**src/rtl/centered_moving_average_core_assert.svh**
```systemverilog
// Assertion macros shared by the centered moving average RTL.
// Needs nothing else; include by bare file name where assertions are written.
`ifndef CENTERED_MOVING_AVERAGE_CORE_ASSERT_SVH
`define CENTERED_MOVING_AVERAGE_CORE_ASSERT_SVH

// Same-cycle implication, disabled while reset is low.
`define CMA_ASSERT_IMP(lbl, clk, rstn, ante, cons, msg) \
    lbl: assert property (@(posedge clk) disable iff (!rstn) (ante) |-> (cons)) \
        else $error(msg);

// Next-cycle implication, disabled while reset is low.
`define CMA_ASSERT_NXT(lbl, clk, rstn, ante, cons, msg) \
    lbl: assert property (@(posedge clk) disable iff (!rstn) (ante) |=> (cons)) \
        else $error(msg);

`endif

```
**src/rtl/cma_pkg.sv**
```systemverilog
// Package for the centered moving average core: default sizes, register
// width and reset value, and the sequencer state type. No dependencies.
package cma_pkg;

    localparam int DEF_MAX_HALF    = 16;
    localparam int DEF_SAMPLE_BITS = 16;
    localparam int CFG_BITS        = 5;
    localparam logic [CFG_BITS-1:0] WINDOW_HALF_RST = CFG_BITS'(1);

    typedef enum logic [2:0] {
        ST_IDLE,
        ST_DROP,
        ST_ADD,
        ST_FLUSH,
        ST_NEXT,
        ST_PREP,
        ST_DIV,
        ST_OUT
    } cma_state_t;

endpackage

```
**src/rtl/centered_moving_average_core.sv**
```systemverilog
// Centered moving average core: sequencer, delay line memory and bit-serial divider.
// Depends on cma_pkg and on centered_moving_average_core_assert.svh.
//
// The core takes signed Q8.8 samples one transaction at a time, tlast marking
// the final sample of a record, and returns for each record position the mean
// over the samples from p-W to p+W that exist in the record, W being
// window_half capped at MAX_HALF; the quotient is truncated toward zero and
// the divisor is the true number of samples summed. The result for position p
// leaves once sample p+W has arrived, so output lags input by W samples; the
// final sample flushes every pending position, up to W+1 results, and the
// last of them carries tlast. Writing window_half clears the record. One item
// is handled at a time. Each result comes from the restoring divider, which
// retires one quotient bit per cycle over the SUM_BITS-bit window sum.
// A finished result sits in the output register, so an m_tready stall only
// holds the core once the next result is ready to leave.
module centered_moving_average_core #(
    parameter int MAX_HALF    = cma_pkg::DEF_MAX_HALF,
    parameter int SAMPLE_BITS = cma_pkg::DEF_SAMPLE_BITS,
    localparam int DATA_BITS  = ((SAMPLE_BITS + 7) / 8) * 8
) (
    input  logic                          aclk,
    input  logic                          aresetn,
    // configuration: window_half
    input  logic                          cfg_we,
    input  logic [cma_pkg::CFG_BITS-1:0]  cfg_wdata,
    // input samples
    input  logic                          s_tvalid,
    output logic                          s_tready,
    input  logic [DATA_BITS-1:0]          s_tdata,   // [SAMPLE_BITS-1:0] sample, rest zero
    input  logic                          s_tlast,   // last
    // results
    output logic                          m_tvalid,
    input  logic                          m_tready,
    output logic [DATA_BITS-1:0]          m_tdata,   // [SAMPLE_BITS-1:0] average, rest zero
    output logic                          m_tlast    // last_out
);

    localparam int DEPTH     = 2 * MAX_HALF + 1;
    localparam int PTR_BITS  = $clog2(DEPTH);
    localparam int SEEN_SAT  = 2 * MAX_HALF + 2;
    localparam int K_BITS    = $clog2(SEEN_SAT + 1);
    localparam int CW        = K_BITS + 1;
    localparam int CNT_BITS  = $clog2(DEPTH + 1);
    localparam int W_BITS    = $clog2(MAX_HALF + 1);
    localparam int SUM_BITS  = SAMPLE_BITS + $clog2(DEPTH);
    localparam int STEP_BITS = $clog2(SUM_BITS);

    // ------------------------------------------------------------------
    // Registers
    // ------------------------------------------------------------------
    cma_pkg::cma_state_t state_reg, state_next;

    logic [cma_pkg::CFG_BITS-1:0] window_half_reg;

    logic signed [SAMPLE_BITS-1:0] hist_mem [DEPTH];
    logic signed [SAMPLE_BITS-1:0] rd_data_reg;
    logic                          hist_we;

    logic [PTR_BITS-1:0] wr_ptr_reg, wr_ptr_next;
    logic [PTR_BITS-1:0] rd_ptr_reg, rd_ptr_next;

    logic signed [SAMPLE_BITS-1:0] x_reg, x_next;
    logic                          last_reg, last_next;
    logic [K_BITS-1:0]             k_reg, k_next;
    logic [K_BITS-1:0]             seen_reg, seen_next;
    logic signed [SUM_BITS-1:0]    sum_reg, sum_next;
    logic [CNT_BITS-1:0]           cnt_reg, cnt_next;
    logic [W_BITS-1:0]             j_reg, j_next;

    // bit-serial divider: dividend shifts out at the top, quotient in at the bottom
    logic [SUM_BITS-1:0]  dvd_reg, dvd_next;
    logic [CNT_BITS-1:0]  rem_reg, rem_next;
    logic                 neg_reg, neg_next;
    logic [STEP_BITS-1:0] step_reg, step_next;

    logic                   m_tvalid_reg;
    logic [SAMPLE_BITS-1:0] m_data_reg;
    logic                   m_last_reg;
    logic                   out_load;
    logic [SAMPLE_BITS-1:0] avg_val;
    logic                   fin_val;

    // ------------------------------------------------------------------
    // Window arithmetic
    // ------------------------------------------------------------------
    logic [W_BITS-1:0]   w_eff;
    logic [CW-1:0]       span;       // 2W+1
    logic [CW-1:0]       kj;         // samples before this one plus flush step
    logic [CW-1:0]       k1;
    logic [CW-1:0]       wr_ext;
    logic [PTR_BITS-1:0] drop_addr;
    logic [PTR_BITS-1:0] wr_inc;
    logic [PTR_BITS-1:0] rd_inc;
    logic                drop_now;
    logic                emit_now;
    logic                flush_done;
    logic [CNT_BITS:0]   rem_sh;
    logic                q_bit;
    logic [SAMPLE_BITS-1:0] q_low;

    // Saturate the half window at the delay line's reach.
    assign w_eff  = (int'(window_half_reg) > MAX_HALF) ? W_BITS'(MAX_HALF)
                                                       : W_BITS'(window_half_reg);
    assign span   = CW'({w_eff, 1'b0}) + CW'(1);
    assign kj     = CW'(k_reg) + CW'(j_reg);
    assign k1     = CW'(k_reg) + CW'(1);
    assign wr_ext = CW'(wr_ptr_reg);

    // Oldest sample of the full window, relative to the slot about to be written.
    assign drop_addr = (wr_ext >= span) ? PTR_BITS'(wr_ext - span)
                                        : PTR_BITS'(wr_ext + CW'(DEPTH) - span);
    assign wr_inc = (wr_ptr_reg == PTR_BITS'(DEPTH - 1)) ? '0 : wr_ptr_reg + PTR_BITS'(1);
    assign rd_inc = (rd_ptr_reg == PTR_BITS'(DEPTH - 1)) ? '0 : rd_ptr_reg + PTR_BITS'(1);

    // Drop the leftmost sample once it falls outside the window; emit once the
    // centre position has all the right-hand samples it will ever get.
    assign drop_now   = (kj >= span);
    assign emit_now   = (kj >= CW'(w_eff));
    assign flush_done = (j_reg == w_eff);

    // One restoring division step.
    assign rem_sh = {rem_reg, dvd_reg[SUM_BITS-1]};
    assign q_bit  = (rem_sh >= (CNT_BITS + 1)'(cnt_reg));

    // Apply the sign to the quotient; only the low bits leave the core.
    assign q_low   = dvd_reg[SAMPLE_BITS-1:0];
    assign avg_val = neg_reg ? (~q_low + SAMPLE_BITS'(1)) : q_low;
    assign fin_val = last_reg && flush_done;

    // ------------------------------------------------------------------
    // Sequencer
    // ------------------------------------------------------------------
    always_comb begin
        state_next = state_reg;
        wr_ptr_next = wr_ptr_reg;
        rd_ptr_next = rd_ptr_reg;
        x_next = x_reg;
        last_next = last_reg;
        k_next = k_reg;
        seen_next = seen_reg;
        sum_next = sum_reg;
        cnt_next = cnt_reg;
        j_next = j_reg;
        dvd_next = dvd_reg;
        rem_next = rem_reg;
        neg_next = neg_reg;
        step_next = step_reg;
        hist_we = 1'b0;
        out_load = 1'b0;
        s_tready = 1'b0;

        case (state_reg)
            cma_pkg::ST_IDLE: begin
                s_tready = !cfg_we;
                if (s_tvalid && !cfg_we) begin
                    // Store the sample and aim the read port at the sample
                    // leaving the window; the read sees the slot's old value.
                    hist_we = 1'b1;
                    x_next = s_tdata[SAMPLE_BITS-1:0];
                    last_next = s_tlast;
                    k_next = seen_reg;
                    seen_next = (seen_reg == K_BITS'(SEEN_SAT)) ? seen_reg
                                                                : seen_reg + K_BITS'(1);
                    wr_ptr_next = wr_inc;
                    rd_ptr_next = drop_addr;
                    j_next = '0;
                    state_next = cma_pkg::ST_DROP;
                end
            end
            cma_pkg::ST_DROP: begin
                if (drop_now) begin
                    sum_next = sum_reg - SUM_BITS'(rd_data_reg);
                end
                state_next = cma_pkg::ST_ADD;
            end
            cma_pkg::ST_ADD: begin
                sum_next = sum_reg + SUM_BITS'(x_reg);
                cnt_next = CNT_BITS'((k1 < span) ? k1 : span);
                state_next = emit_now ? cma_pkg::ST_PREP : cma_pkg::ST_NEXT;
            end
            cma_pkg::ST_FLUSH: begin
                if (drop_now) begin
                    sum_next = sum_reg - SUM_BITS'(rd_data_reg);
                    cnt_next = cnt_reg - CNT_BITS'(1);
                end
                state_next = emit_now ? cma_pkg::ST_PREP : cma_pkg::ST_NEXT;
            end
            cma_pkg::ST_NEXT: begin
                if (!last_reg) begin
                    state_next = cma_pkg::ST_IDLE;
                end else if (flush_done) begin
                    // End of record: start the next one afresh.
                    seen_next = '0;
                    sum_next = '0;
                    wr_ptr_next = '0;
                    j_next = '0;
                    state_next = cma_pkg::ST_IDLE;
                end else begin
                    j_next = j_reg + W_BITS'(1);
                    rd_ptr_next = rd_inc;
                    state_next = cma_pkg::ST_FLUSH;
                end
            end
            cma_pkg::ST_PREP: begin
                neg_next = sum_reg[SUM_BITS-1];
                dvd_next = sum_reg[SUM_BITS-1] ? SUM_BITS'(-sum_reg) : SUM_BITS'(sum_reg);
                rem_next = '0;
                step_next = STEP_BITS'(SUM_BITS - 1);
                state_next = cma_pkg::ST_DIV;
            end
            cma_pkg::ST_DIV: begin
                rem_next = q_bit ? CNT_BITS'(rem_sh - (CNT_BITS + 1)'(cnt_reg))
                                 : CNT_BITS'(rem_sh);
                dvd_next = {dvd_reg[SUM_BITS-2:0], q_bit};
                if (step_reg == '0) begin
                    state_next = cma_pkg::ST_OUT;
                end else begin
                    step_next = step_reg - STEP_BITS'(1);
                end
            end
            cma_pkg::ST_OUT: begin
                // Hold until the output register is free or being emptied.
                if (!m_tvalid_reg || m_tready) begin
                    out_load = 1'b1;
                    state_next = cma_pkg::ST_NEXT;
                end
            end
            default: begin
                state_next = cma_pkg::ST_IDLE;
            end
        endcase

        // A window change drops the record in progress.
        if (cfg_we) begin
            seen_next = '0;
            sum_next = '0;
            wr_ptr_next = '0;
            j_next = '0;
            state_next = cma_pkg::ST_IDLE;
        end
    end

    always_ff @(posedge aclk) begin
        if (!aresetn) begin
            state_reg <= cma_pkg::ST_IDLE;
            window_half_reg <= cma_pkg::WINDOW_HALF_RST;
            seen_reg <= '0;
            sum_reg <= '0;
            wr_ptr_reg <= '0;
            j_reg <= '0;
        end else begin
            state_reg <= state_next;
            if (cfg_we) begin
                window_half_reg <= cfg_wdata;
            end
            seen_reg <= seen_next;
            sum_reg <= sum_next;
            wr_ptr_reg <= wr_ptr_next;
            j_reg <= j_next;
        end
    end

    always_ff @(posedge aclk) begin
        rd_ptr_reg <= rd_ptr_next;
        x_reg <= x_next;
        last_reg <= last_next;
        k_reg <= k_next;
        cnt_reg <= cnt_next;
        dvd_reg <= dvd_next;
        rem_reg <= rem_next;
        neg_reg <= neg_next;
        step_reg <= step_next;
    end

    // ------------------------------------------------------------------
    // Delay line: one write port, one registered read port (read-first)
    // ------------------------------------------------------------------
    always_ff @(posedge aclk) begin
        if (hist_we) begin
            hist_mem[wr_ptr_reg] <= s_tdata[SAMPLE_BITS-1:0];
        end
        rd_data_reg <= hist_mem[rd_ptr_next];
    end

    // ------------------------------------------------------------------
    // Output register
    // ------------------------------------------------------------------
    always_ff @(posedge aclk) begin
        if (!aresetn) begin
            m_tvalid_reg <= 1'b0;
        end else if (out_load) begin
            m_tvalid_reg <= 1'b1;
        end else if (m_tready) begin
            m_tvalid_reg <= 1'b0;
        end
    end

    always_ff @(posedge aclk) begin
        if (out_load) begin
            m_data_reg <= avg_val;
            m_last_reg <= fin_val;
        end
    end

    assign m_tvalid = m_tvalid_reg;
    assign m_tdata  = DATA_BITS'(m_data_reg);
    assign m_tlast  = m_last_reg;

    // ------------------------------------------------------------------
    // Assertions
    // ------------------------------------------------------------------
`include "centered_moving_average_core_assert.svh"

    `CMA_ASSERT_IMP(a_div_nonzero, aclk, aresetn, state_reg == cma_pkg::ST_DIV, cnt_reg != '0, "divider running with zero count")
    `CMA_ASSERT_NXT(a_busy_after_accept, aclk, aresetn, s_tvalid && s_tready, !s_tready, "second transaction taken while busy")
    `CMA_ASSERT_IMP(a_flush_step, aclk, aresetn, state_reg == cma_pkg::ST_FLUSH, (j_reg != '0) && (j_reg <= w_eff), "flush step outside half window")

endmodule
```
**config.mk**
```make
export PLATFORM = sky130hd
export DESIGN_NAME = centered_moving_average_core
export DESIGN_NICKNAME = d
export VERILOG_FILES = /design/src/rtl/cma_pkg.sv /design/src/rtl/centered_moving_average_core.sv
export VERILOG_INCLUDE_DIRS = /design/src /design/src/rtl
export SDC_FILE = /design/constraint.sdc
export NUM_CORES = 1
export LEC_CHECK = 0
export ABC_AREA = 1
export BUFFER_PORTS_ARGS = -buffer_cell sky130_fd_sc_hd__buf_2
export CORE_UTILIZATION = 45
export DETAILED_ROUTE_END_ITERATION = 8
export SYNTH_ARGS = -nofsm -noshare
export SYNTH_HDL_FRONTEND = slang
export SYNTH_SLANG_ARGS = --single-unit
```
**constraint.sdc**
```tcl
create_clock -name aclk -period 3.8 [get_ports aclk]
set_clock_uncertainty 0.2 [all_clocks]
set_input_delay 0.76 -clock aclk [delete_from_list [all_inputs] [get_ports aclk]]
set_output_delay 0.76 -clock aclk [all_outputs]
set_load 0.01 [all_outputs]
```
Yosys cells after proc, flatten, opt, wreduce, memory -nomap -nowiden. Memories as Yosys holds them, arrays and structs flattened. A register that Yosys moved wholly into a read port is not among the register bits. Cells that the tools add are included.

Order comparisons: 6. Equality and inequality tests: 20. $add $sub $neg: 17. Reduce and logical (&&, ||, !) cells: 23. Multiplexer cells: 49. Bitwise gates (word level): 2.

Operators by type and width (number): two-way mux 22 bit (4); two-way mux 6 bit (14); case mux 22 bit (3 select lines) (1); case mux 6 bit (2 select lines) (5); case mux 22 bit (2 select lines) (1); two-way mux 5 bit (5); adder 22 x 16 -> 22 bit (1); negation 22 bit (1); subtractor 22 x 16 -> 22 bit (1); case mux 3 bit (7 select lines) (1); case mux 5 bit (2 select lines) (2); adder 6 x 1 -> 6 bit (second input constant) (3); == test 6 bit (second input constant) (3); subtractor 6 bit (3); adder 16 x 1 -> 16 bit (second input constant) (1); two-way mux 16 bit (1); != test 2 bit (second input constant) (8); NOT 16 bit (1); adder 6 x 1 -> 7 bit (second input constant) (2); == test 3 bit (second input constant) (4); two-way mux 1 bit (10); two-way mux 3 bit (3); AND reduction 4 bit (2); nonzero test 2 bit (4); other kinds (27) (36).

Bits in registers: 134. Bits of input ports: 27. Output and inout bits: 19. Logic and storage cells: 136. Memories: 1. Bits in writable memories: 528.

Memory list: hist_mem (depth 33, bits a word 16, read ports 1, clocked after memory_dff 1, write ports 1, line centered_moving_average_core.sv:55) `logic signed [SAMPLE_BITS-1:0] hist_mem [DEPTH];`.

Logic depth before layout (Yosys ltp). Gate-level depths: netlist of run 1.

Depth in word-level cells: 7. Depth in mapped cells: 25.

Worst setup path after synthesis of run 1. OpenSTA, ideal clock, no wires.

Path type: register to register. Start: register x_reg[0]. End: register sum_reg[19]. Setup time: 0.132 ns. Data arrival time: 3.142 ns. Path slack: 0.326 ns. Stages on the path, launching flop included: 24. Path through: edfxtp_1 inv_1 ha_1 nand3_1 nor3_1 inv_1 nor2_1 nand2_1 nor2_1 inv_1 nor3_1 nand2_1 nor2_1 nand3_1 nand2_1 a2bb2oi_1 ha_1 a21oi_1 o21ai_0 a21oi_1 nand3_1 or2_2 nand3_1 a21oi_1.

Word-level cells in the longest chain between the ends: 2.

Ends and longest elaborated chain: start: declaration (line centered_moving_average_core.sv:62) `logic signed [SAMPLE_BITS-1:0] x_reg, x_next;`; start signal: assignment (line centered_moving_average_core.sv:265) `x_reg <= x_next;`; adder 22 x 16 -> 22 bit (line centered_moving_average_core.sv:177) `sum_next = sum_reg + SUM_BITS'(x_reg);`; case mux 22 bit (3 select lines) (line centered_moving_average_core.sv:152) `case (state_reg)`; end signal: assignment (line centered_moving_average_core.sv:257) `sum_reg <= sum_next;`; end: declaration (line centered_moving_average_core.sv:66) `logic signed [SUM_BITS-1:0] sum_reg, sum_next;`.

Every way passes these cells. A chain may end at the register's enable or synchronous reset.

Worst setup path after layout of run 1.
Start: register x_reg[0]. End: register sum_reg[20].

Same word-level chain as after synthesis.

==> flow_summary.toml, run 1 <==
[clock_tree]
tritoncts = "yes"
cts_root_buffer = "clkbuf_16"
clock-sinks = 678
cts_made_buffers = 75
clock_tree.buffer_depth = 3
h-tree-depth = 3
clkSlewWorstSetupHoldPaths_ns = 0.06
clock_latency_ns = 0.62

[setup_path]
critical_path_class = "flop to flop"
worstPathCellList = "inv_2 > ha_4 > nand3_2 > nor3_2 > inv_1 > nor2_2 > nand2_1 > nor2_2 > inv_2 > nor3_4 > nand2_1 > nor2_2 > nand3_2 > buf_4 > a31oi_4 > ha_4 > buf_4 > nand2_2 > o21ai_0 > a21oi_1 > nand3_1 > or2_2 > nand3_1 > a21oi_1"
path_depth = 24
rr_worst_depth = 24
cp_slowest_cell = "edfxtp_1"
cp_data_required_time_ns = 4.09
cp_slowest_stage_delay_ns = 0.38
end_kind = "flop"
worst-path-buf-inv = 5
start_kind = "flop"
cp.arrival_ns = 3.99
path_max_fanout = 3
critPathTopFamily = "simple AND/OR/NAND/NOR gates"
cpMostUsedCell = "nor2_2"

[pwr]
p_per_area_nw_per_um2 = 501
ir_drop_mv = 0.421
leakage_nw = 15.1

[yosys]
ys_seq_elements = 678
synth_top_family_by_area = "simple AND/OR/NAND/NOR gates"
synth_fa_ha_area_share_pct = 3.16
synth-compound-area-share_pct = 4.24
synth_common_cells = "626 x nand3_1, 608 x edfxtp_1, 568 x nand2_1, 467 x inv_1, 163 x nand3b_1"
synthSimpleGateAreaFrac_pct = 22.9
synth_top_area_share_pct = 56.0
syn_nets = 3368
post-synth-top-count-cell = "nand3_1"
netlist_area_sq_um = 32600
synthesis.instances = 3263
muxShareOfSynthArea_pct = 0
synth-xor-area-share_pct = 1.72
synth_edf_count = 608
async_reset_ff_share_pct = 0
yosysUniqueCellTypes = 48
yosysWarningCount = 0
yosysSeqAreaShare_pct = 60.3
synth_top_area_cell = "edfxtp_1"
synth-main-ff-cell = "edfxtp_1"
syn_avg_cell_area_sq_um = 9.99
synth_area_leaders = "edfxtp_1 56%, nand3_1 9.6%, nand2_1 6.5%"

[grt]
grt_max_degree = 96
grt_pass1_vias = 22300
grt_pass1_wl_microns = 129000
globalRouteOverflowTotal = 0
antenna_found_initial = 0
grtUsageTotal_pct = 22.5

[routing]
routedWlPerCell_microns = 19.1
finalWirelength_microns = 83100
num_vias = 23200
dr.pass1.iters = 8
drcViolationCount = 0
postRouteAntennaNets = 0
drt_iter0_markers = 1998
vias_per_cell = 5.33

[die]
dieArea_sq_um = 73500
start_util_pct = 45.5
fp-row-count = 98
core_area_sq_um = 71600
ioPinCount = 46
die_h_microns = 271
die_x_microns = 271

[timing]
setup-violations-final = 0
period_share_pct = 97.5
final_max_slew_viol_count = 0
hold_viol = 0
worst_slack_ns = 0.0966
tightest_slew_ns = 0.890
rsz0062_at_grt = "true"
max_slew_margin_pct = 40.7
clock.fmax_mhz = 270
fin_crit_ns = 3.70

[hold_path]
hold_class = "input port to flop"
hold_path_depth = 1

[final_layout]
drive_gt1_share_pct = 10.4
fin_area_sq_um = 37500
antenna_cells = 0
final_nets = 3455
post-route-util_pct = 52.4
area_growth_pct = 15.0
largest_register_ffs = 528

[place]
dpl_cell_area_sq_um = 34800
place_congestion = 0.889
port_buffers = 45
dp_slack_ns = -0.156
dpl.hpwl_microns = 52000

[run_status]
status = "complete, no violations"

[flow_run]
maxCapViolCount = 0
[metrics by stage]
stage | total power, mW | TNS [ns] | std cells | hold WS (ns)
6_report | 18.8 | 0 | 4360 | 0.159
3_5_place_dp | 11.6 | -0.424 | 4219 | 0.227
2_1_floorplan | 10.4 | 0 | 3263 | 0.219
3_3_place_gp | 11.6 | -0.481 | 4219 | 0.227
4_1_cts | 18.9 | 0 | 4356 | 0.131
5_1_grt | 19.5 | -0.537 | 4360 | 0.148
[logic make-up after synthesis]
| kind of cell | Yosys count |
|---|---|
| AOI/OAI and AO/OA | 245 |
| adders and majority gates | 78 |
| DFF | 678 |
| xor gates and xnor gates | 64 |
| and+or+nand+nor | 1569 |
| buffers and inverters | 629 |
[power by group]
part	switching (mW)	internal [mW]
Combinational	2.18	0.975
Sequential	0.119	8.25
Clock	2.98	4.26
Total	5.28	13.5
[worst paths after layout]
check                           slack [ns]         endpoint              from
worst max-delay path                   0.1      sum_reg[20]          x_reg[0]
worst min-delay path                  0.16         last_reg           s_tlast
worst max register to register         0.1      sum_reg[20]          x_reg[0]
worst min register to register        0.24  rd_data_reg[14]  hist_mem[32][14]
[repair_timing]
action	4_1_cts	5_1_grt
gates resized for setup	4	47
pin swaps	0	10
gates cloned	0	1
buffers inserted	0	3
setup endpoints to repair	4	14
hold buffers	0	0
[final cells by class]
class | instances | area [sq um]
clock buffers | 93 | 2020
clock inverters | 44 | 428
fillers | 6333 | 34100
inverters | 475 | 1790
multi-input cells | 1956 | 10700
flip-flops and latches | 678 | 19700
well taps | 950 | 1190
repair buffers | 164 | 1700
[worst register-to-register path: stages (launching register included)]
cell      delay (ns)
edfxtp_1        0.38
inv_2           0.09
ha_4            0.14
nand3_2         0.09
nor3_2          0.12
inv_1           0.08
nor2_2          0.12
nand2_1         0.09
nor2_2          0.12
inv_2           0.07
nor3_4          0.21
nand2_1         0.09
nor2_2          0.16
nand3_2         0.09
buf_4           0.17
a31oi_4         0.16
ha_4            0.24
buf_4           0.14
nand2_2         0.08
o21ai_0         0.10
a21oi_1         0.13
nand3_1         0.10
or2_2           0.27
nand3_1         0.08
a21oi_1         0.06
[routing by layer]
layer  vias up  wire, microns  track usage (%)
met2       739          38400             36.1
met5         -              0                0
met4         0           2700             8.49
met3       129           4770             2.74
li1      11300              -                -
met1     11100          37200             31.3
[cells in the final DEF, fill, tap and decap left out, types with 73 or more instances in the layout]
cell and count:
a21oi_1 84, buf_4 73, clkbuf_16 79, edfxtp_1 608, inv_1 464, nand2_1 562, nand3_1 623, nand3b_1 163
nor2_1 135, o21ai_0 98
No activity file was read; power rests on OpenSTA's default activity.
==> inputs of run 2 (changes only) <==
- CTS_BUF_LIST: unset -> sky130_fd_sc_hd__clkbuf_8
==> run 2 against run 1 <==
Clock power is 17% lower; worst setup slack improved by 0.021 ns; sequential share of layout area is 0.34 points higher; global-route usage up 0.080 points; count of clock-buffer cells in the layout grew 21; first-iteration DRC count shrank 4.0%; sequential cell count did not move; final cell count is 1.7% higher; register-to-register slack improved by 0.02 ns; critical path depth down 2; core utilization is 0.33 points lower; hold slack lost 0.080 ns.
==> flow_summary.toml, run 2 (synthesis results as in run 1) <==
[clock_tree]
cts_root_buffer = "clkbuf_8"
clock_latency_ns = 0.76
clkSlewWorstSetupHoldPaths_ns = 0.06
tritoncts = "yes"
clock_tree.buffer_depth = 3
cts_made_buffers = 110
h-tree-depth = 3
clock-sinks = 678

[grt]
grt_pass1_wl_microns = 129000
grt_use_met2_pct = 36.2
grt_max_degree = 96
globalRouteOverflowTotal = 0
grtUsageTotal_pct = 22.6
grt-busiest-layer = "met2"
grt_pass1_vias = 22600
use_met3_pct = 3.14
antenna_found_initial = 1
use_met1_pct = 31.1

[pwr]
ir_drop_mv = 0.421
p_per_area_nw_per_um2 = 472
leakage_nw = 15.2

[setup_path]
cp.arrival_ns = 4.06
ff2ff_setup_slack_ns = 0.12
start_kind = "flop"
path_max_fanout = 5
r2r-start = "x_reg[0]"
cp-startpoint = "x_reg[0]"
cp_slowest_stage_delay_ns = 0.39
cp_data_required_time_ns = 4.18
reg2reg_to = "sum_reg[20]"
worstPathCellList = "inv_2 > buf_4 > nand3_1 > nor3_2 > nand2_1 > nor2_1 > nand2_1 > nor4_2 > buf_4 > nand4_1 > nand2_1 > nand2_1 > buf_4 > inv_1 > ha_1 > a21oi_1 > o21ai_1 > a21oi_1 > nand3_1 > or2_2 > nand3_1 > a21oi_1"
cp_slowest_cell = "edfxtp_1"
end_kind = "flop"
critical_path_class = "flop to flop"
rr_worst_depth = 22
cpMostUsedCell = "nand2_1"
endpoint = "sum_reg[20]"

[run_status]
status = "complete, no violations"

[final_layout]
largest_register_ffs = 528
final_common_cell = "nand3_1"
final_cells = 4435
final_cell_mix = "622 x nand3_1, 608 x edfxtp_1, 560 x nand2_1"
nFillCells = 6421
area_growth_pct = 14.3
post-route-util_pct = 52.0
drive_gt1_share_pct = 11.5
final_nets = 3493

[timing]
clock.fmax_mhz = 272
hold_viol = 0
rsz0062_at_grt = "true"
fin_crit_ns = 3.68
final_max_slew_viol_count = 0
period_share_pct = 96.9
tightest_slew_ns = 0.928
max_slew_margin_pct = 38.1
setup-violations-final = 0

[die]
die_x_microns = 271
fp-row-count = 98
start_util_pct = 45.5
ioPinCount = 46
dieArea_sq_um = 73500
core_area_sq_um = 71600
die_h_microns = 271

[hold_path]
hold_class = "input port to flop"

[routing]
dr.pass1.iters = 5
vias_per_cell = 5.29
drt_iter0_markers = 1918
postRouteAntennaNets = 0
drcViolationCount = 0
num_vias = 23400
routedWlPerCell_microns = 18.9
finalWirelength_microns = 83600

[place]
dpl.hpwl_microns = 52000
port_buffers = 45
place_congestion = 0.889
dp.cells = 4219

[flow_run]
maxCapViolCount = 0
-- run 2: cell types whose count changed in the layout (fill, tap and decap cells not counted), sizes merged --
cell         previous run  this run
clkbuf                 94       115
dlygate4sd3             0         1
buf                   163       165
clkinvlp                4         2
diode                   0         1
inv                   476       528
bufinv                  7         3
clkinv                 32        36
-- run 2: routing by layer --
| metal | share of wire, % | vias to the layer above |
|---|---|---|
| li1 | - | 11400 |
| met1 | 45 | 11200 |
| met2 | 46 | 729 |
| met3 | 5.6 | 149 |
| met4 | 3.5 | 0 |
| met5 | 0 | - |
-- run 2: power breakdown --
part           switching, mW  internal, mW  leakage, nW  total, mW
registers              0.121          8.25         6.06       8.37
logic                   2.19         0.981         7.84       3.17
clock network           3.00          3.03         1.26       6.03
-- run 2: worst min-delay path by stage --
stage                startpoint  depth (start not counted)                  to
3_5_place_dp   hist_mem[32][14]                          2     rd_data_reg[14]
4_1_cts            cfg_wdata[0]                          3  window_half_reg[0]
6_report           cfg_wdata[0]                          3  window_half_reg[0]
2_1_floorplan   hist_mem[32][0]                          2      rd_data_reg[0]
3_3_place_gp    hist_mem[32][3]                          2      rd_data_reg[3]
5_1_grt            cfg_wdata[0]                          3  window_half_reg[0]
-- run 2: per-stage QoR --
| stage | TNS (ns) | hold WS, ns | setup slack (ns) | total power [mW] | area [sq um] |
|---|---|---|---|---|---|
| floorplan | 0 | 0.219 | 0.326 | 10.4 | 32600 |
| global placement | -0.481 | 0.227 | -0.172 | 11.6 | 34800 |
| detailed placement | -0.424 | 0.227 | -0.156 | 11.6 | 34800 |
| CTS | 0 | 0.0382 | 0.0235 | 17.7 | 36900 |
| global route | -0.722 | 0.0639 | -0.136 | 18.3 | 37200 |
| finish | 0 | 0.0782 | 0.117 | 17.6 | 37200 |
-- run 2: layout make-up --
class	count	area, sq um	share of cell area [%]
clock buffer	114	1570	4.21
clock inverter	94	529	1.42
timing repair buffer	167	1730	4.65
sequential	678	19700	52.8
multi-input combinational	1956	10800	28.9
tap	950	1190	3.19
inverter	475	1790	4.81
antenna	1	2.50	0.00672
-- run 2: repair_timing --
action                                  in CTS  in global routing
hold buffers                                 1                  0
resized for setup                            4                 66
cloned                                       0                  1
pin swaps                                    0                 16
endpoints found under the hold margin        1                  0
buffers inserted                             1                  4
endpoints found under the setup margin       4                 16
-- run 2: critical path: cells and delay by family, from the launching register on --
family	cells	cell delay [ns]
AO/OA/AOI/OAI	4	0.41
adder cells (fa/ha/maj)	1	0.29
buffers and inverters	5	0.58
flip-flops	1	0.39
AND/OR/NAND/NOR	12	1.66
